File: config.mk
export PLATFORM = sky130hd
export DESIGN_NAME = parameter_smoother
export DESIGN_NICKNAME = d
export VERILOG_FILES = /design/src/sv/psm_pkg.sv /design/src/sv/psm_core.sv /design/src/sv/parameter_smoother.sv
export SDC_FILE = /design/constraint.sdc
export NUM_CORES = 1
export LEC_CHECK = 0
export ABC_AREA = 1
export BUFFER_PORTS_ARGS = -buffer_cell sky130_fd_sc_hd__buf_4
export CAP_MARGIN = 15
export CORE_MARGIN = 3
export CORE_UTILIZATION = 40
export DETAILED_ROUTE_END_ITERATION = 16
export SYNTH_ARGS = -nofsm -noshare
export SYNTH_HDL_FRONTEND = slang
export SYNTH_SLANG_ARGS = --single-unit
File: constraint.sdc
create_clock -name clock -period 11.5 [get_ports clock]
set_input_delay 1.15 -clock clock [delete_from_list [all_inputs] [get_ports clock]]
set_output_delay 1.15 -clock clock [all_outputs]
set_load 0.01 [all_outputs]
File: src/sv/psm_pkg.sv
// Package for the parameter smoother: register indexes, coefficient constants
// and the configuration struct shared by the top level and the update core.
// No dependencies.
`timescale 1ns / 1ps
`default_nettype none

package psm_pkg;

   // Configuration register indexes.
   localparam int unsigned CSR_IDX_BITS = 2;

   typedef enum logic [CSR_IDX_BITS-1:0] {
      CSR_LINEAR_MODE = 2'd0,
      CSR_RAMP_STEP   = 2'd1,
      CSR_POLE_COEF   = 2'd2,
      CSR_START_VALUE = 2'd3
   } csr_index_type;

   localparam int unsigned STEP_BITS = 16;
   localparam int unsigned COEF_BITS = 17;
   localparam int unsigned COEF_FRAC = 16;

   // Unity in unsigned Q.16.
   localparam logic [COEF_BITS-1:0] COEF_ONE = 17'h10000;

   localparam logic [STEP_BITS-1:0] RAMP_STEP_RESET = 16'd1;

   typedef struct packed {
      logic                 linear_mode;
      logic [STEP_BITS-1:0] ramp_step;
      logic [COEF_BITS-1:0] pole_coef;
   } cfg_type;

endpackage

`default_nettype wire

File: src/sv/psm_core.sv
// Combinational update of the held value for one target item.
// Depends on psm_pkg for the configuration struct and coefficient constants.
`timescale 1ns / 1ps
`default_nettype none

module psm_core #(
   parameter int unsigned SAMPLE_BITS = 16
) (
   input  wire psm_pkg::cfg_type         cfg,
   input  wire logic signed [SAMPLE_BITS-1:0] target,
   input  wire logic signed [SAMPLE_BITS-1:0] held,
   output logic signed [SAMPLE_BITS-1:0]      result
);

   localparam int unsigned DW   = SAMPLE_BITS + 1;
   localparam int unsigned LCW  = (DW > psm_pkg::STEP_BITS) ? DW : psm_pkg::STEP_BITS;
   localparam int unsigned ECW  = ((DW + 1) > psm_pkg::COEF_BITS) ?
                                  (DW + 1) : psm_pkg::COEF_BITS;
   localparam int unsigned PW   = DW + psm_pkg::COEF_BITS + 1;
   localparam int unsigned SW   = PW - psm_pkg::COEF_FRAC;

   logic signed [DW-1:0]              diff;
   logic [DW-1:0]                     mag;
   logic [psm_pkg::COEF_BITS-1:0]     coef_a;
   logic [psm_pkg::COEF_BITS-1:0]     coef_b;
   logic [LCW-1:0]                    mag_l;
   logic [LCW-1:0]                    step_l;
   logic [ECW-1:0]                    twice_mag;
   logic [ECW-1:0]                    coef_b_e;
   logic signed [PW-1:0]              prod;
   logic signed [SW-1:0]              delta;
   logic signed [SW-1:0]              exp_sum;
   logic signed [SAMPLE_BITS-1:0]     step_s;
   logic signed [SAMPLE_BITS-1:0]     lin_val;
   logic signed [SAMPLE_BITS-1:0]     exp_val;

   always_comb begin
      diff = $signed({target[SAMPLE_BITS-1], target}) - $signed({held[SAMPLE_BITS-1], held});
      mag  = diff[DW-1] ? DW'(-diff) : DW'(diff);
   end

   // Linear ramp: a distance no larger than the step lands on the target,
   // otherwise the step itself fits inside the sample width.
   always_comb begin
      mag_l   = LCW'(mag);
      step_l  = LCW'(cfg.ramp_step);
      step_s  = SAMPLE_BITS'(cfg.ramp_step);
      if (mag_l <= step_l) begin
         lin_val = target;
      end else if (diff[DW-1]) begin
         lin_val = held - step_s;
      end else begin
         lin_val = held + step_s;
      end
   end

   // One-pole: (x*b + y*a) >> 16 equals y + ((x - y)*b >> 16) exactly, so a
   // single multiplier does the work. The arithmetic shift floors.
   always_comb begin
      coef_a    = (cfg.pole_coef > psm_pkg::COEF_ONE) ? psm_pkg::COEF_ONE : cfg.pole_coef;
      coef_b    = psm_pkg::COEF_ONE - coef_a;
      twice_mag = ECW'({mag, 1'b0});
      coef_b_e  = ECW'(coef_b);
      prod      = PW'(diff) * $signed({1'b0, coef_b});
      delta     = SW'(prod >>> psm_pkg::COEF_FRAC);
      exp_sum   = SW'(held) + delta;
      if (twice_mag < coef_b_e) begin
         exp_val = target;
      end else begin
         exp_val = exp_sum[SAMPLE_BITS-1:0];
      end
   end

   always_comb begin
      if (diff == '0) begin
         result = held;
      end else if (cfg.linear_mode) begin
         result = lin_val;
      end else begin
         result = exp_val;
      end
   end

endmodule

`default_nettype wire

File: src/sv/parameter_smoother.sv
// Parameter smoother top level: input register, held value, result register.
// Depends on psm_pkg and psm_core.
//
// Use: each item on the req_ channel carries one target sample (signed, Q1.15
// at the default width). The block answers every item with exactly one item on
// the rsp_ channel carrying the new smoothed value, which is also kept as the
// held value for the next item. In linear mode the held value ramps toward the
// target by ramp_step per item and never overshoots; otherwise it follows the
// one-pole update with coefficient pole_coef, snapping to the target when it
// is close enough.
// Each item passes through the input register and then the result register,
// where rsp_valid rises; a stall from the receiver can hold it in either. The
// block takes one item per cycle while rsp_stall is low; the held-value feedback
// closes combinationally through the core's single multiplier and its adders,
// which sets that rate.
// The user must write registers on the csr_ port only while the block is idle;
// the block does not enforce it. Writing start_value presets the held value.
// Reset clears the held value, sets ramp_step to one and the other registers
// to zero, and empties both pipeline registers. While the receiver stalls, the
// result stays in the output register and one more item can be taken into the
// input register before req_stall rises.
`timescale 1ns / 1ps
`default_nettype none

module parameter_smoother #(
   parameter int unsigned SAMPLE_BITS = 16
) (
   input  wire  logic                                   clock,
   input  wire  logic                                   reset,
   input  wire  logic                                   req_valid,
   output logic                                         req_stall,
   input  wire  logic signed [SAMPLE_BITS-1:0]          req_target,
   output logic                                         rsp_valid,
   input  wire  logic                                   rsp_stall,
   output logic signed [SAMPLE_BITS-1:0]                rsp_smoothed,
   input  wire  logic                                   csr_write,
   input  wire  logic [psm_pkg::CSR_IDX_BITS-1:0]       csr_index,
   input  wire  logic [((SAMPLE_BITS > psm_pkg::COEF_BITS) ?
                        SAMPLE_BITS : psm_pkg::COEF_BITS)-1:0] csr_wdata
);

   psm_pkg::cfg_type               cfg_ff;
   psm_pkg::cfg_type               cfg_in;
   logic                           in_valid_ff;
   logic                           in_valid_in;
   logic signed [SAMPLE_BITS-1:0]  target_ff;
   logic                           out_valid_ff;
   logic                           out_valid_in;
   logic signed [SAMPLE_BITS-1:0]  out_ff;
   logic signed [SAMPLE_BITS-1:0]  held_ff;
   logic signed [SAMPLE_BITS-1:0]  held_in;
   logic signed [SAMPLE_BITS-1:0]  next_value;
   logic                           advance;
   logic                           req_take;
   logic                           held_preset;

   psm_core #(
      .SAMPLE_BITS(SAMPLE_BITS)
   ) u_core (
      .cfg    (cfg_ff),
      .target (target_ff),
      .held   (held_ff),
      .result (next_value)
   );

   // The input item moves on whenever the output register is empty or is
   // being emptied in this cycle.
   always_comb begin
      advance      = in_valid_ff && (!out_valid_ff || !rsp_stall);
      req_stall    = in_valid_ff && !advance;
      req_take     = req_valid && !req_stall;
      in_valid_in  = req_take || (in_valid_ff && !advance);
      out_valid_in = advance || (out_valid_ff && rsp_stall);
      rsp_valid    = out_valid_ff;
      rsp_smoothed = out_ff;
   end

   // Register writes. An update from an item wins over a preset of the held
   // value, though the two never meet in normal use.
   always_comb begin
      cfg_in      = cfg_ff;
      held_preset = 1'b0;
      if (csr_write) begin
         case (csr_index)
            psm_pkg::CSR_LINEAR_MODE: cfg_in.linear_mode = csr_wdata[0];
            psm_pkg::CSR_RAMP_STEP:   cfg_in.ramp_step =
                                         csr_wdata[psm_pkg::STEP_BITS-1:0];
            psm_pkg::CSR_POLE_COEF:   cfg_in.pole_coef =
                                         csr_wdata[psm_pkg::COEF_BITS-1:0];
            psm_pkg::CSR_START_VALUE: held_preset = 1'b1;
            default:                  cfg_in = cfg_ff;
         endcase
      end
      if (advance) begin
         held_in = next_value;
      end else if (held_preset) begin
         held_in = csr_wdata[SAMPLE_BITS-1:0];
      end else begin
         held_in = held_ff;
      end
   end

   always_ff @(posedge clock) begin
      if (reset) begin
         cfg_ff.linear_mode <= 1'b0;
         cfg_ff.ramp_step   <= psm_pkg::RAMP_STEP_RESET;
         cfg_ff.pole_coef   <= '0;
         held_ff            <= '0;
         in_valid_ff        <= 1'b0;
         out_valid_ff       <= 1'b0;
      end else begin
         cfg_ff       <= cfg_in;
         held_ff      <= held_in;
         in_valid_ff  <= in_valid_in;
         out_valid_ff <= out_valid_in;
      end
   end

   always_ff @(posedge clock) begin
      if (req_take) begin
         target_ff <= req_target;
      end
      if (advance) begin
         out_ff <= next_value;
      end
   end

   // A result entering the output register is the new held value.
   assert property (@(posedge clock) disable iff (reset)
      advance |=> (out_ff == held_ff))
      else $error("result register and held value disagree");

   // The input side only stalls when both pipeline registers are occupied.
   assert property (@(posedge clock) disable iff (reset)
      req_stall |-> (in_valid_ff && out_valid_ff && rsp_stall))
      else $error("input stalled with room in the pipeline");

   // A pending result leaves only by being taken.
   assert property (@(posedge clock) disable iff (reset)
      $fell(out_valid_ff) |-> $past(!rsp_stall))
      else $error("result dropped while stalled");

   // A zero ramp step in linear mode leaves the held value where it is.
   assert property (@(posedge clock) disable iff (reset)
      (advance && cfg_ff.linear_mode && (cfg_ff.ramp_step == '0)
       && (next_value != target_ff)) |=> $stable(held_ff))
      else $error("held value moved with a zero ramp step");

endmodule

`default_nettype wire
==> flow_metrics.tcl <==
set metrics [dict create \
    vias 15400 \
    via_per_inst 5.32 \
    hold_violations 0 \
    grt_overflow 0 \
    grt_setup_unrepaired "false" \
    relSlewSlack 0.286 \
    grt_max_degree 35 \
    wl_met1_um 23500 \
    drive_gt1_frac 0.0568 \
    ios 58 \
    final_cell_mix "inv_1, nand2_1, nor2_1" \
    grt_pass1_wl_um 88200 \
    die_h_um 213 \
    max_freq_mhz 93.6 \
    tritoncts "built" \
    cts.sinks 84 \
    fin_skew_ps 9.88 \
    critPathArrivalTime_ps 10790 \
    drt_wl_total_um 56400 \
    wl_met2_um 25700 \
    cts_hold_buffers 0 \
    grt_pass1_vias 15900 \
    worstSetupPathType "reg -> reg" \
    numCtsBuffers 9 \
    yosysSeqAreaShare 0.117 \
    start_util 0.406 \
    final.period_utilization 0.929 \
    crit_path_frequent_cell "nand2_1" \
    synth-main-ff-cell "dfxtp_1" \
    grt_usage 0.256 \
    multi_input_area_um2 12800 \
    drv_cap 0 \
    drv_slew 0 \
    hold_class "reg -> reg" \
    detail_route.wl_per_cell_um 19.5 \
    worstMarginPinSlew_ps 1070 \
    row_count 75 \
    drc_errors 0 \
    first_pass_iters 6 \
    synth_edf_count 32 \
    critPathMaxStageDelay_ps 580 \
    highest_layer "met4" \
    ys_seq_elements 84 \
    gp_congestion 0.949 \
    tns_ps 0 \
    die_w_um 213 \
    crit_path_start_kind "register" \
    htree_levels 3 \
    hpwl_um 45800 \
    fillers 4323 \
    diodes 0 \
    die_area_um2 45200 \
    holdWs_ps 518 \
    synth_cells 2323 \
    clk_path_buf_depth 2 \
    core_um2 42000 \
    synth_cell_types 53 \
    cp_slowest_cell "fa_1" \
    required_ps 11600 \
    regArea_um2 2000 \
    syn_area_per_cell_um2 7.35 \
    clk_root_buffer_cell "clkbuf_16" \
    ys_async_sr_fraction 0 \
    portBuffers 57 \
    final_common_cell "inv_1" \
    clock_latency_ps 350 \
    drt_iter0_drc 1347 \
    yosysWarnings 0 \
    fin_nets 2811 \
    met3_length_um 4710 \
    crit_path_end_kind "register" \
    synth_area_um2 17100 \
    cp_max_fo 24 \
    antenna_found_initial 0 \
    final_core_util 0.438 \
    area_growth_pct 7.92 \
    synthesis.nets 2778 \
    ant_nets 0 \
    status "finished clean" \
    finalSetupViolCount 0 \
    post-route-min-period_ps 10680 \
    clk_pin_slew_worst_paths_ps 60 \
]
## cells by family after synthesis
logic type,after synthesis,share of synthesized area
buf+inv,601,0.134
xor+xnor,86,0.0474
compound gates,293,0.0940
flops,84,0.117
simple gates,844,0.204
fa+ha+maj,415,0.403
## registers in the layout, indices dropped and copies added, names as in the netlist
name,cells
in_valid_ff,1
target_ff,16
rsp_smoothed,16
cfg_ff,34
rsp_valid,1
held_ff,16
## per-layer routing
metal / GRT usage / vias to the layer above
met5: 0 / -
met4: 0.0984 / 0
met3: 0.0592 / 141
met2: 0.415 / 622
met1: 0.333 / 7458
li1: - / 7216
## critical path: cells and delay by family, from the launching register on
kind,cells,cell delay [ps]
xor gates and xnor gates,2,330
adders and majority gates,9,4160
and+or+nand+nor,27,3010
DFF,1,330
AOI/OAI and AO/OA,6,1220
buffers and inverters,11,1360
## Yosys cell counts (7+ instances only)
cell	number	area, um^2
a21oi_1	143	716
a31oi_1	9	56.3
buf_2	7	35.0
clkbuf_1	45	169
clkinv_1	10	37.5
dfxtp_1	52	1040
edfxtp_1	32	961
fa_1	226	4520
ha_1	189	2360
inv_1	524	1970
inv_2	7	26.3
nand2_1	427	1600
nand2_2	10	62.6
nand3_1	91	455
nand3b_1	11	82.6
nand4_1	15	93.8
nor2_1	254	953
nor3_1	19	95.1
o211ai_1	7	52.6
o21ai_0	83	415
o22ai_1	16	100
xnor2_1	12	105
xor2_1	68	596
## per-stage QoR
step	cell area (um^2)	instances	setup WS [ps]
CTS	18400	2899	817
floorplan	17100	2323	2550
detailed placement	18100	2883	851
finish	18400	2900	819
global route	18400	2900	56.7
global placement	18100	2883	1040
## final timing paths
kind | slack, ps | cells past startpoint | endpoint | from
max | 820 | 55 | rsp_smoothed[15] | cfg_ff[1]
min | 520 | 2 | rsp_valid | in_valid_ff
max reg2reg | 820 | 55 | rsp_smoothed[15] | cfg_ff[1]
min reg2reg | 520 | 2 | rsp_valid | in_valid_ff
## area by class of cell
cell class              count  share of cell area
clock buffers              14              0.0155
well taps                 539              0.0366
multi-input cells        1638               0.694
inverters                 541               0.110
flip-flops and latches     84               0.109
repair buffers             82              0.0338
clock inverters             2            0.000815
## what timing repair did
action | CTS | global route
setup buffers | 0 | 0
setup endpoints to repair | 0 | 1
resized for setup | 0 | 2
Power is left out: the tool's default activity adds up to more than one toggle a clock period on the data nets, which glitch-free logic cannot reach.
